[src/rtl/bba_pkg.sv]
`timescale 1ns / 1ps
// ----------------------------------------------------------------------------
// bba_pkg
// Shared widths, constants and controller/datapath command types.
// ----------------------------------------------------------------------------
package bba_pkg;

   localparam int unsigned POOL_BYTES    = 65536;
   localparam int unsigned GRANULE_BYTES = 16;
   localparam int unsigned HEADER_BYTES  = 16;

   localparam int unsigned POOL_LOG2 = $clog2(POOL_BYTES);
   localparam int unsigned GRAN_LOG2 = $clog2(GRANULE_BYTES);
   localparam int unsigned NSLOTS    = POOL_BYTES / GRANULE_BYTES;
   localparam int unsigned SLOT_W    = $clog2(NSLOTS);
   // offsets carry one extra bit so that the pool end is representable
   localparam int unsigned OFF_W     = POOL_LOG2 + 1;
   localparam int unsigned NEED_W    = 35;

   localparam logic [4:0] POOL_LG = 5'(POOL_LOG2);

   // memory entry: {free, size_log2}
   localparam int unsigned ENT_W = 6;

   typedef enum logic [2:0] {
      CMD_NONE,
      CMD_READ,
      CMD_WRITE
   } mem_op_type;

   typedef struct packed {
      mem_op_type             op;
      logic [SLOT_W-1:0]      addr;
      logic                   wr_free;
      logic [4:0]             wr_lg;
   } mem_cmd_type;

   typedef struct packed {
      logic                   rd_free;
      logic [4:0]             rd_lg;
   } mem_sts_type;

   function automatic logic [SLOT_W-1:0] slot_of(input logic [OFF_W-1:0] off);
      return off[GRAN_LOG2 +: SLOT_W];
   endfunction

   function automatic logic [OFF_W-1:0] bsize(input logic [4:0] lg);
      return (lg > 5'(POOL_LOG2)) ? '0 : OFF_W'(1) << lg;
   endfunction

endpackage

[src/rtl/bba_if.sv]
`timescale 1ns / 1ps
// ----------------------------------------------------------------------------
// bba_req_if / bba_rsp_if
// Valid/ready channels for requests and responses.
// ----------------------------------------------------------------------------
interface bba_req_if;
   logic        valid;
   logic        ready;
   logic        mode;
   logic [16:0] elem_bytes;
   logic [16:0] elem_count;
   logic [15:0] release_offset;
   modport source (output valid, mode, elem_bytes, elem_count, release_offset, input ready);
   modport sink   (input valid, mode, elem_bytes, elem_count, release_offset, output ready);
endinterface

interface bba_rsp_if;
   logic        valid;
   logic        ready;
   logic [15:0] payload_offset;
   logic        success;
   modport source (output valid, payload_offset, success, input ready);
   modport sink   (input valid, payload_offset, success, output ready);
endinterface

[src/rtl/bba_ctrl.sv]
`timescale 1ns / 1ps
// ----------------------------------------------------------------------------
// bba_ctrl
// Sequencer for search, split, coalescing passes and release lookups.
// ----------------------------------------------------------------------------
module bba_ctrl
   import bba_pkg::*;
(
   input  logic        clock,
   input  logic        reset,
   bba_req_if.sink     req,
   bba_rsp_if.source   rsp,
   output mem_cmd_type cmd,
   input  mem_sts_type sts
);
   typedef enum logic [5:0] {
      S_IDLE, S_MUL, S_CHK,
      // find_best
      F_START, F_RB0, F_WB0, F_RA, F_WA, F_RB, F_WB, F_EVAL, F_WMRG,
      F_NRD, F_NWT, F_NEXT2,
      // split
      P_RD, P_WT, P_CHK, P_W1, P_W2, P_DONE,
      // coalesce
      C_START, C_RA, C_WA, C_RB, C_WB, C_EVAL, C_WMRG, C_NRD, C_NWT, C_NEXT2, C_END,
      // release
      R_RD, R_WT, R_MARK,
      S_RSP
   } state_type;

   state_type         state_ff;
   logic              mode_ff;
   logic [16:0]       eb_ff, ec_ff;
   logic [15:0]       rel_ff;
   logic [NEED_W-1:0] need_ff;
   logic              second_ff;
   logic [OFF_W-1:0]  blk_ff, bud_ff, best_ff, cur_ff;
   logic [4:0]        blg_ff, bestlg_ff, plg_ff;
   logic              bfr_ff, have_ff, quiet_ff;
   logic [SLOT_W:0]   pass_ff;
   logic              rvalid_ff, rsucc_ff;
   logic [15:0]       roff_ff;

   assign req.ready          = (state_ff == S_IDLE) && !rvalid_ff;
   assign rsp.valid          = rvalid_ff;
   assign rsp.payload_offset = roff_ff;
   assign rsp.success        = rsucc_ff;

   function automatic logic fits(input logic [NEED_W-1:0] n, input logic [4:0] l);
      return n <= NEED_W'(bsize(l));
   endfunction

   always_ff @(posedge clock) begin
      if (reset) begin
         state_ff  <= S_IDLE;
         rvalid_ff <= 1'b0;
         cmd       <= '{op: CMD_NONE, addr: '0, wr_free: 1'b0, wr_lg: '0};
      end else begin
         cmd.op <= CMD_NONE;
         if (rvalid_ff && rsp.ready) begin
            rvalid_ff <= 1'b0;
         end
         unique case (state_ff)
            S_IDLE: begin
               if (req.valid && req.ready) begin
                  mode_ff   <= req.mode;
                  eb_ff     <= req.elem_bytes;
                  ec_ff     <= req.elem_count;
                  rel_ff    <= req.release_offset;
                  second_ff <= 1'b0;
                  roff_ff   <= '0;
                  rsucc_ff  <= 1'b0;
                  state_ff  <= S_MUL;
               end
            end
            S_MUL: begin
               need_ff  <= NEED_W'(eb_ff * ec_ff) + NEED_W'(HEADER_BYTES);
               state_ff <= S_CHK;
            end
            S_CHK: begin
               if (mode_ff) begin
                  if (rel_ff < 16'(HEADER_BYTES)) begin
                     state_ff <= S_RSP;
                  end else begin
                     cur_ff   <= '0;
                     state_ff <= R_RD;
                  end
               end else if (need_ff > NEED_W'(POOL_BYTES)) begin
                  state_ff <= S_RSP;
               end else begin
                  state_ff <= F_START;
               end
            end
            // ---------------- find_best ----------------
            F_START: begin
               blk_ff   <= '0;
               have_ff  <= 1'b0;
               cmd.op   <= CMD_READ;
               cmd.addr <= '0;
               state_ff <= F_RB0;
            end
            F_RB0: state_ff <= F_WB0;
            F_WB0: begin
               blg_ff <= sts.rd_lg;
               bfr_ff <= sts.rd_free;
               bud_ff <= bsize(sts.rd_lg);
               if (bsize(sts.rd_lg) == OFF_W'(POOL_BYTES) && sts.rd_free) begin
                  best_ff  <= '0;
                  state_ff <= P_RD;
               end else if (bsize(sts.rd_lg) >= OFF_W'(POOL_BYTES)) begin
                  state_ff <= P_DONE;
                  have_ff  <= 1'b0;
               end else begin
                  cmd.op   <= CMD_READ;
                  cmd.addr <= slot_of(bsize(sts.rd_lg));
                  state_ff <= F_WB;
               end
            end
            F_RA: begin
               cmd.op   <= CMD_READ;
               cmd.addr <= slot_of(blk_ff);
               state_ff <= F_WA;
            end
            F_WA: state_ff <= F_RB;
            F_RB: begin
               blg_ff   <= sts.rd_lg;
               bfr_ff   <= sts.rd_free;
               bud_ff   <= blk_ff + bsize(sts.rd_lg);
               if (blk_ff + bsize(sts.rd_lg) >= OFF_W'(POOL_BYTES)) begin
                  state_ff <= P_DONE;
               end else begin
                  cmd.op   <= CMD_READ;
                  cmd.addr <= slot_of(blk_ff + bsize(sts.rd_lg));
                  state_ff <= F_WB;
               end
            end
            F_WB: state_ff <= F_EVAL;
            F_EVAL: begin
               if (bfr_ff && sts.rd_free && blg_ff == sts.rd_lg) begin
                  cmd.op      <= CMD_WRITE;
                  cmd.addr    <= slot_of(blk_ff);
                  cmd.wr_free <= 1'b1;
                  cmd.wr_lg   <= blg_ff + 5'd1;
                  if (fits(need_ff, blg_ff + 5'd1) &&
                      (!have_ff || bsize(blg_ff + 5'd1) <= bsize(bestlg_ff))) begin
                     best_ff   <= blk_ff;
                     bestlg_ff <= blg_ff + 5'd1;
                     have_ff   <= 1'b1;
                  end
                  blk_ff   <= bud_ff + bsize(sts.rd_lg);
                  state_ff <= F_NEXT2;
               end else begin
                  if (sts.rd_free && fits(need_ff, sts.rd_lg) &&
                      (!((bfr_ff && fits(need_ff, blg_ff) &&
                          (!have_ff || bsize(blg_ff) < bsize(bestlg_ff))) ||
                         have_ff) ||
                       bsize(sts.rd_lg) <
                       ((bfr_ff && fits(need_ff, blg_ff) &&
                         (!have_ff || bsize(blg_ff) < bsize(bestlg_ff)))
                        ? bsize(blg_ff) : bsize(bestlg_ff)))) begin
                     best_ff   <= bud_ff;
                     bestlg_ff <= sts.rd_lg;
                     have_ff   <= 1'b1;
                  end else if (bfr_ff && fits(need_ff, blg_ff) &&
                               (!have_ff || bsize(blg_ff) < bsize(bestlg_ff))) begin
                     best_ff   <= blk_ff;
                     bestlg_ff <= blg_ff;
                     have_ff   <= 1'b1;
                  end
                  if (blg_ff < sts.rd_lg) begin
                     blk_ff   <= bud_ff + bsize(sts.rd_lg);
                     state_ff <= F_NEXT2;
                  end else begin
                     // slide: buddy becomes block, its header already known
                     blk_ff   <= bud_ff;
                     blg_ff   <= sts.rd_lg;
                     bfr_ff   <= sts.rd_free;
                     bud_ff   <= bud_ff + bsize(sts.rd_lg);
                     if (bud_ff + bsize(sts.rd_lg) >= OFF_W'(POOL_BYTES)) begin
                        state_ff <= P_DONE;
                     end else begin
                        cmd.op   <= CMD_READ;
                        cmd.addr <= slot_of(bud_ff + bsize(sts.rd_lg));
                        state_ff <= F_WB;
                     end
                  end
               end
            end
            F_NEXT2: begin
               if (blk_ff >= OFF_W'(POOL_BYTES)) begin
                  state_ff <= P_DONE;
               end else begin
                  state_ff <= F_RA;
               end
            end
            // ---------------- split ----------------
            P_RD: begin
               cmd.op   <= CMD_READ;
               cmd.addr <= slot_of(best_ff);
               state_ff <= P_WT;
            end
            P_WT: state_ff <= P_CHK;
            P_CHK: begin
               plg_ff <= sts.rd_lg;
               if ((need_ff << 1) < NEED_W'(bsize(sts.rd_lg)) &&
                   (bsize(sts.rd_lg) >> 1) >= OFF_W'(GRANULE_BYTES)) begin
                  cmd.op      <= CMD_WRITE;
                  cmd.addr    <= slot_of(best_ff);
                  cmd.wr_free <= sts.rd_free;
                  cmd.wr_lg   <= sts.rd_lg - 5'd1;
                  state_ff    <= P_W1;
               end else begin
                  if (fits(need_ff, sts.rd_lg)) begin
                     cmd.op      <= CMD_WRITE;
                     cmd.addr    <= slot_of(best_ff);
                     cmd.wr_free <= 1'b0;
                     cmd.wr_lg   <= sts.rd_lg;
                     roff_ff     <= 16'(best_ff + OFF_W'(HEADER_BYTES));
                     rsucc_ff    <= 1'b1;
                  end
                  state_ff <= S_RSP;
               end
            end
            P_W1: begin
               best_ff     <= best_ff + bsize(plg_ff - 5'd1);
               cmd.op      <= CMD_WRITE;
               cmd.addr    <= slot_of(best_ff + bsize(plg_ff - 5'd1));
               cmd.wr_free <= 1'b1;
               cmd.wr_lg   <= plg_ff - 5'd1;
               state_ff    <= P_W2;
            end
            P_W2: state_ff <= P_RD;
            P_DONE: begin
               if (have_ff) begin
                  state_ff <= P_RD;
               end else if (!second_ff) begin
                  second_ff <= 1'b1;
                  pass_ff   <= '0;
                  state_ff  <= C_START;
               end else begin
                  state_ff <= S_RSP;
               end
            end
            // ---------------- coalesce ----------------
            C_START: begin
               blk_ff   <= '0;
               quiet_ff <= 1'b1;
               state_ff <= C_RA;
            end
            C_RA: begin
               cmd.op   <= CMD_READ;
               cmd.addr <= slot_of(blk_ff);
               state_ff <= C_WA;
            end
            C_WA: state_ff <= C_RB;
            C_RB: begin
               blg_ff <= sts.rd_lg;
               bfr_ff <= sts.rd_free;
               bud_ff <= blk_ff + bsize(sts.rd_lg);
               if (blk_ff + bsize(sts.rd_lg) >= OFF_W'(POOL_BYTES)) begin
                  state_ff <= C_END;
               end else begin
                  cmd.op   <= CMD_READ;
                  cmd.addr <= slot_of(blk_ff + bsize(sts.rd_lg));
                  state_ff <= C_WB;
               end
            end
            C_WB: state_ff <= C_EVAL;
            C_EVAL: begin
               priority if (blg_ff < sts.rd_lg) begin
                  blk_ff   <= bud_ff + bsize(sts.rd_lg);
                  state_ff <= C_NEXT2;
               end else if (blg_ff > sts.rd_lg) begin
                  blk_ff   <= bud_ff;
                  blg_ff   <= sts.rd_lg;
                  bfr_ff   <= sts.rd_free;
                  bud_ff   <= bud_ff + bsize(sts.rd_lg);
                  if (bud_ff + bsize(sts.rd_lg) >= OFF_W'(POOL_BYTES)) begin
                     state_ff <= C_END;
                  end else begin
                     cmd.op   <= CMD_READ;
                     cmd.addr <= slot_of(bud_ff + bsize(sts.rd_lg));
                     state_ff <= C_WB;
                  end
               end else if (bfr_ff && sts.rd_free) begin
                  cmd.op      <= CMD_WRITE;
                  cmd.addr    <= slot_of(blk_ff);
                  cmd.wr_free <= 1'b1;
                  cmd.wr_lg   <= blg_ff + 5'd1;
                  blk_ff      <= blk_ff + bsize(blg_ff + 5'd1);
                  state_ff    <= C_WMRG;
               end else begin
                  blk_ff   <= bud_ff + bsize(sts.rd_lg);
                  state_ff <= C_NEXT2;
               end
            end
            C_WMRG: begin
               if (blk_ff < OFF_W'(POOL_BYTES)) begin
                  quiet_ff <= 1'b0;
               end
               state_ff <= C_NEXT2;
            end
            C_NEXT2: begin
               state_ff <= (blk_ff >= OFF_W'(POOL_BYTES)) ? C_END : C_RA;
            end
            C_END: begin
               if (quiet_ff || pass_ff == (SLOT_W+1)'(NSLOTS)) begin
                  if (mode_ff) begin
                     rsucc_ff <= 1'b1;
                     state_ff <= S_RSP;
                  end else begin
                     state_ff <= F_START;
                  end
               end else begin
                  pass_ff  <= pass_ff + (SLOT_W+1)'(1);
                  state_ff <= C_START;
               end
            end
            // ---------------- release ----------------
            R_RD: begin
               if (cur_ff >= OFF_W'(POOL_BYTES) ||
                   cur_ff >= OFF_W'(rel_ff - 16'(HEADER_BYTES))) begin
                  state_ff <= R_MARK;
               end else begin
                  cmd.op   <= CMD_READ;
                  cmd.addr <= slot_of(cur_ff);
                  state_ff <= R_WT;
               end
            end
            R_WT: state_ff <= F_NRD;
            F_NRD: begin
               cur_ff   <= cur_ff + bsize(sts.rd_lg);
               state_ff <= R_RD;
            end
            R_MARK: begin
               if (cur_ff == OFF_W'(rel_ff - 16'(HEADER_BYTES)) &&
                   cur_ff < OFF_W'(POOL_BYTES)) begin
                  cmd.op   <= CMD_READ;
                  cmd.addr <= slot_of(cur_ff);
                  state_ff <= F_NWT;
               end else begin
                  state_ff <= S_RSP;
               end
            end
            F_NWT: state_ff <= C_NRD;
            C_NRD: begin
               cmd.op      <= CMD_WRITE;
               cmd.addr    <= slot_of(cur_ff);
               cmd.wr_free <= 1'b1;
               cmd.wr_lg   <= sts.rd_lg;
               pass_ff     <= '0;
               state_ff    <= C_NWT;
            end
            C_NWT: state_ff <= C_START;
            F_WMRG: state_ff <= S_IDLE;
            S_RSP: begin
               rvalid_ff <= 1'b1;
               state_ff  <= S_IDLE;
            end
            default: state_ff <= S_IDLE;
         endcase
      end
   end
endmodule

[src/flat_wrapper.sv]
// flat-port wrapper written by rule: the top's interface ports become plain ports
module bba_ctrl_flat import bba_pkg::*;
  (clock, reset, cmd, sts, req_valid, req_mode, req_elem_bytes, req_elem_count, req_release_offset, req_ready, rsp_valid, rsp_payload_offset, rsp_success, rsp_ready);
  bba_req_if req_i ();
  bba_rsp_if rsp_i ();
  input  logic clock;
  input  logic reset;
  output mem_cmd_type cmd;
  input  mem_sts_type sts;
  input wire logic [$bits(req_i.valid)-1:0] req_valid;
  input wire logic [$bits(req_i.mode)-1:0] req_mode;
  input wire logic [$bits(req_i.elem_bytes)-1:0] req_elem_bytes;
  input wire logic [$bits(req_i.elem_count)-1:0] req_elem_count;
  input wire logic [$bits(req_i.release_offset)-1:0] req_release_offset;
  output wire logic [$bits(req_i.ready)-1:0] req_ready;
  output wire logic [$bits(rsp_i.valid)-1:0] rsp_valid;
  output wire logic [$bits(rsp_i.payload_offset)-1:0] rsp_payload_offset;
  output wire logic [$bits(rsp_i.success)-1:0] rsp_success;
  input wire logic [$bits(rsp_i.ready)-1:0] rsp_ready;
  assign req_i.valid = req_valid;
  assign req_i.mode = req_mode;
  assign req_i.elem_bytes = req_elem_bytes;
  assign req_i.elem_count = req_elem_count;
  assign req_i.release_offset = req_release_offset;
  assign req_ready = req_i.ready;
  assign rsp_valid = rsp_i.valid;
  assign rsp_payload_offset = rsp_i.payload_offset;
  assign rsp_success = rsp_i.success;
  assign rsp_i.ready = rsp_ready;
  bba_ctrl u_core (.clock(clock), .reset(reset), .req(req_i), .rsp(rsp_i), .cmd(cmd), .sts(sts));
endmodule
[config.mk]
export PLATFORM = sky130hd
export DESIGN_NAME = bba_ctrl_flat
export DESIGN_NICKNAME = d
export VERILOG_FILES = /design/src/rtl/bba_pkg.sv /design/src/rtl/bba_if.sv /design/src/rtl/bba_ctrl.sv /design/src/flat_wrapper.sv
export SDC_FILE = /design/constraint.sdc
export NUM_CORES = 2
export LEC_CHECK = 0
export BUFFER_PORTS_ARGS = -buffer_cell sky130_fd_sc_hd__buf_2
export CAP_MARGIN = 20
export CORE_ASPECT_RATIO = 1.2
export CORE_UTILIZATION = 48
export CTS_BUF_LIST = sky130_fd_sc_hd__clkbuf_4 sky130_fd_sc_hd__clkbuf_8
export DETAILED_ROUTE_END_ITERATION = 12
export HOLD_SLACK_MARGIN = 0.03
export SLEW_MARGIN = 20
export SYNTH_ARGS = -nofsm -noshare
export SYNTH_HDL_FRONTEND = slang
export SYNTH_SLANG_ARGS = --single-unit
[constraint.sdc]
create_clock -name clock -period 11.8 [get_ports clock]
set_input_delay 0.59 -clock clock [delete_from_list [all_inputs] [get_ports clock]]
set_output_delay 0.59 -clock clock [all_outputs]
set_load 0.01 [all_outputs]
Word level (Yosys, flattened, before mapping)
Cells that the tools add are included.

cells by class
  add/sub/neg operators = 12
  multipliers = 1
  magnitude comparators = 25
  equal/unequal tests = 69
  shifts and indexed selects = 5
  mux-type cells = 109
  bitwise gates (word level) = 1
  reduce and logical (&&, ||, !) cells = 59

operators with widths
  kind                     count
  $mux W17                 22
  $pmux W6 S34             1
  $pmux W15 S12            1
  $le A35 B17 Y1           3
  $mux W13                 8
  $pmux W17 S3             2
  $eq A6 B5 Y1 const B     16
  $mux W6                  15
  $add A17 B17 Y17         5
  $ge A17 B17 Y1 const B   5
  $shl A1 B5 Y17 const A   5
  $pmux W17 S4             1
  $mux W5                  13
  $mux W15                 4
  $mux W16                 3
  $eq A6 B4 Y1 const B     7
  $mux W21                 2
  $mux W20                 2
  $pmux W13 S3             1
  $add A34 B5 Y35 const B  1
  $gt A35 B17 Y1 const B   1
  $lt A35 B17 Y1           1
  $lt A17 B17 Y1           2
  $lt A17 B17 Y1 const B   2
  56 further kinds         158

word-level totals
  register bits = 231
  output and inout port bits = 40
  logic and storage cells = 306

Logic depth before layout (Yosys ltp)
  word-level depth = 12
  depth in mapped cells = 27
  gate-level depth less buffers = 25

Worst setup path before layout
No wires, ideal clock.

  kind = register to register
  start = reg u_core.ec_ff[7]
  end = reg u_core.need_ff[33], data pin
  arrival = 6169 ps
  setup slack = 5373 ps
  stages on the path, launching flop included = 26
  cell sequence = edfxtp_1 -> clkbuf_1 -> clkbuf_1 -> nand2_1 -> fa_1 -> inv_1 -> fa_1 -> inv_1 -> fa_1 -> inv_1 -> fa_1 -> inv_1 -> fa_1 -> inv_1 -> fa_1 -> ha_1 -> o21ai_0 -> nand2b_1 -> a31oi_1 -> nor2b_1 -> a311oi_1 -> or3b_2 -> a31oi_1 -> a211o_1 -> a21oi_1 -> xnor2_1

on the way
  longest elaborated chain between the ends = 2

RTL lines
  what                    line            RTL
  start, declared         bba_ctrl.sv:32  logic [16:0] eb_ff, ec_ff;
  start signal, assigned  bba_ctrl.sv:67  ec_ff <= req.elem_count;
  $mul A17 B17 Y34        bba_ctrl.sv:76  need_ff <= NEED_W'(eb_ff * ec_ff) + NEED_W'(HEADER_BYTES);
  $add A34 B5 Y35         bba_ctrl.sv:76
  end signal, assigned    bba_ctrl.sv:76
  end, declared           bba_ctrl.sv:34  logic [NEED_W-1:0] need_ff;

Every way passes these cells.
A chain may end at the register's enable or synchronous reset.

Final worst setup path
Same ends and word-level chain as after synthesis.

==> run summary <==
CTS clk-pin slew, worst paths - 60 ps
GR Layer Usage met3 - 4.58%
Synth Area per Inst - 8.85 µm²
First-pass GRT wire length - 149 mm
Vias in the first global route - 24649
Clock Skew - 64.9 ps
Die Span Y - 269 µm
Hold Path Class - input pin to flip-flop
# clock sinks - 229
Final worst slack - 4490 ps
Share of layout cells above drive strength 1 - 7.75%
CTS Root Cell - clkbuf_8
Worst Tran Pin Value - 1110 ps
Post-DP HPWL - 81.1 mm
Syn_nets - 3873
Critical path class - flip-flop to flip-flop
Worst EP arrival - 7670 ps
Nets - 3945
FFs w/ async S/R, synth - 0%
Final hold violation count - 0
Hold_buf cts - 0
Met1 Track Usage GR - 36.7%
CTS Buffer Depth - 3
GRT overflow - 0
Initial Utilization - 48.7%
Commonest non-fill, non-tap cell in the layout - nand2_1
Via-per-instance ratio - 6.00
Post-synth EDFFs - 202
Met2 usage - 59.5%
RePlAce Congestion - 1.06
Most frequent cells in the layout - nand2_1, inv_1, ha_1
Crit path required time - 12160 ps
CTS tree - built
Ratio of final minimum period to clock period - 61.9%
Worst relative slew slack - 26.2%
Die W - 224 µm
R2R Setup Slk - 4490 ps
Number of unique standard cell types used by synthesis - 91
H-tree levels - 2
Core footprint - 0.0585 mm²
Ports - 101
CP max FO - 17
Port bufs - 99
Place WS - 4470 ps
Row cnt - 97
Number of max-cap violations - 0
Inserted Clock Buffers - 44
Die Footprint - 0.0604 mm²
Iter 0 DRT Violations - 1949
DRT Pass-1 Iters - 8
Postcts setup bufs - 0
Slew Viols, Final - 0
Final Critical Period - 7310 ps
Post-route ant nets - 0
Mapped Cells - 3222
WL/cell - 24.2 µm
Syn. warnings - 0
#FFs+latches synth - 229
Fmax achieved - 137 MHz
Register area share after synthesis - 23.2%
Via count - 24728
Crit start category - flip-flop
Routed wire length - 99.8 mm
Post-CTS resize count - 0
Main synth FF type - edfxtp_1
Setup TNS - 0 ps
Worst-Skew Late Latency - 670 ps
GR peak layer - met2
Drt drc - 0
Total track usage - 33.1%
RSZ-0062 raised after global routing - no
Largest net degree at the start of global routing - 52
Status - finished clean
Synthesized area - 0.0285 mm²
Initial antenna violation count - 1
Layout area overhead - 8.33%
Crit. End Element - flip-flop
Setup Viol. Count Final - 0
-- worst max-delay path, cell delays in order (launching register included) --
cell and delay, ps:
edfxtp_1 800, nand2_1 170, fa_1 570, inv_1 60, fa_1 530, inv_1 60, fa_1 500, inv_1 50
fa_1 470, inv_1 50, fa_1 520, inv_1 60, fa_1 480, ha_1 220, nor3_1 170, o211ai_1 140
a31oi_1 260, nor2b_1 80, a311oi_1 760, or3b_2 270, a31oi_1 170, a211o_1 340, a21oi_1 190, xnor2_1 90
-- kinds of logic after synthesis --
family | Yosys count | share of synthesized area, %
and+or+nand+nor | 1140 | 18.9
xor gates and xnor gates | 136 | 4.18
muxes | 33 | 1.16
DFF | 229 | 23.2
other | 1 | 0.0132
AOI/OAI and AO/OA | 617 | 14.1
buffers and inverters | 476 | 6.42
adders and majority gates | 590 | 32.0
-- Yosys cell counts (14+ instances only) --
library cell,count,area [µm²]
a211oi_1,30,225
nand2_1,452,1700
o211ai_1,22,165
inv_1,360,1350
o22ai_1,33,206
ha_1,358,4480
nor4_1,26,163
and2_1,115,719
fa_1,232,4640
a31oi_1,23,144
mux2i_1,32,320
dfxtp_1,27,541
clkbuf_1,99,372
o21a_1,24,180
and3_1,20,125
a21oi_1,182,911
edfxtp_1,202,6070
nor2_1,216,811
o21ai_0,100,500
nand4_1,38,238
nor3_1,64,320
a21o_1,43,323
a221oi_1,14,123
xnor2_1,91,797
nand2b_1,24,150
xor2_1,45,394
nor2b_1,47,294
nand3_1,77,385
-- path summary, 6_finish.rpt --
path	startpoint	end	cells past startpoint
worst max-delay path	u_core.ec_ff[7]$_DFFE_PP_	u_core.need_ff[33]$_DFFE_PP_	23
worst max register to register	u_core.ec_ff[7]$_DFFE_PP_	u_core.need_ff[33]$_DFFE_PP_	23
worst min-delay path	req_release_offset[11]	u_core.rel_ff[11]$_DFFE_PP_	1
worst min register to register	u_core.cmd[13]$_SDFFE_PP0P_	u_core.cmd[13]$_SDFFE_PP0P_	2
-- cell type report --
cell class                      count  area [µm²]
Inverter                          362        1360
Clock inverter                     24         235
Fill cell                        5504       27600
Sequential cell                   229        6610
Antenna cell                        1        2.50
Clock buffer                       57         728
Tap cell                          792         991
Multi-Input combinational cell   2517       20200
Timing Repair Buffer              140         811
-- sequential cells by signal, summed over array words and instances (netlist names) --
register,count
u_core.eb_ff,17
u_core.blg_ff,5
u_core.second_ff,1
u_core.bud_ff,17
u_core.rsp.payload_offset,16
u_core.quiet_ff,1
u_core.bestlg_ff,5
u_core.state_ff,6
u_core.bfr_ff,1
u_core.cur_ff,17
u_core.rel_ff,16
u_core.have_ff,1
u_core.blk_ff,17
u_core.cmd,20
u_core.best_ff,16
u_core.pass_ff,13
u_core.ec_ff,17
u_core.plg_ff,5
u_core.rsp.valid,1
u_core.need_ff,35
u_core.mode_ff,1
u_core.rsp.success,1
-- metrics by stage --
step	cell area, µm²	utilization (%)	cells	hold slack [ps]
6_report	30900	52.8	4122	103
4_1_cts	30900	52.7	4120	67.0
3_3_place_gp	29900	51.1	4039	444
3_5_place_dp	29900	51.1	4039	443
2_1_floorplan	28500	-	3222	476
5_1_grt	30900	52.8	4122	78.6
-- layer usage --
metal  up-vias  wire length, µm  share of wire, %
met5         -                0                 0
met4         0             7070               7.1
met3       318             5680               5.7
met2       963            50200                50
met1     12099            36900                37
li1      11348                -                 -
Power is left out: the tool's default activity adds up to more than one toggle a clock period on the data nets, which glitch-free logic cannot reach.
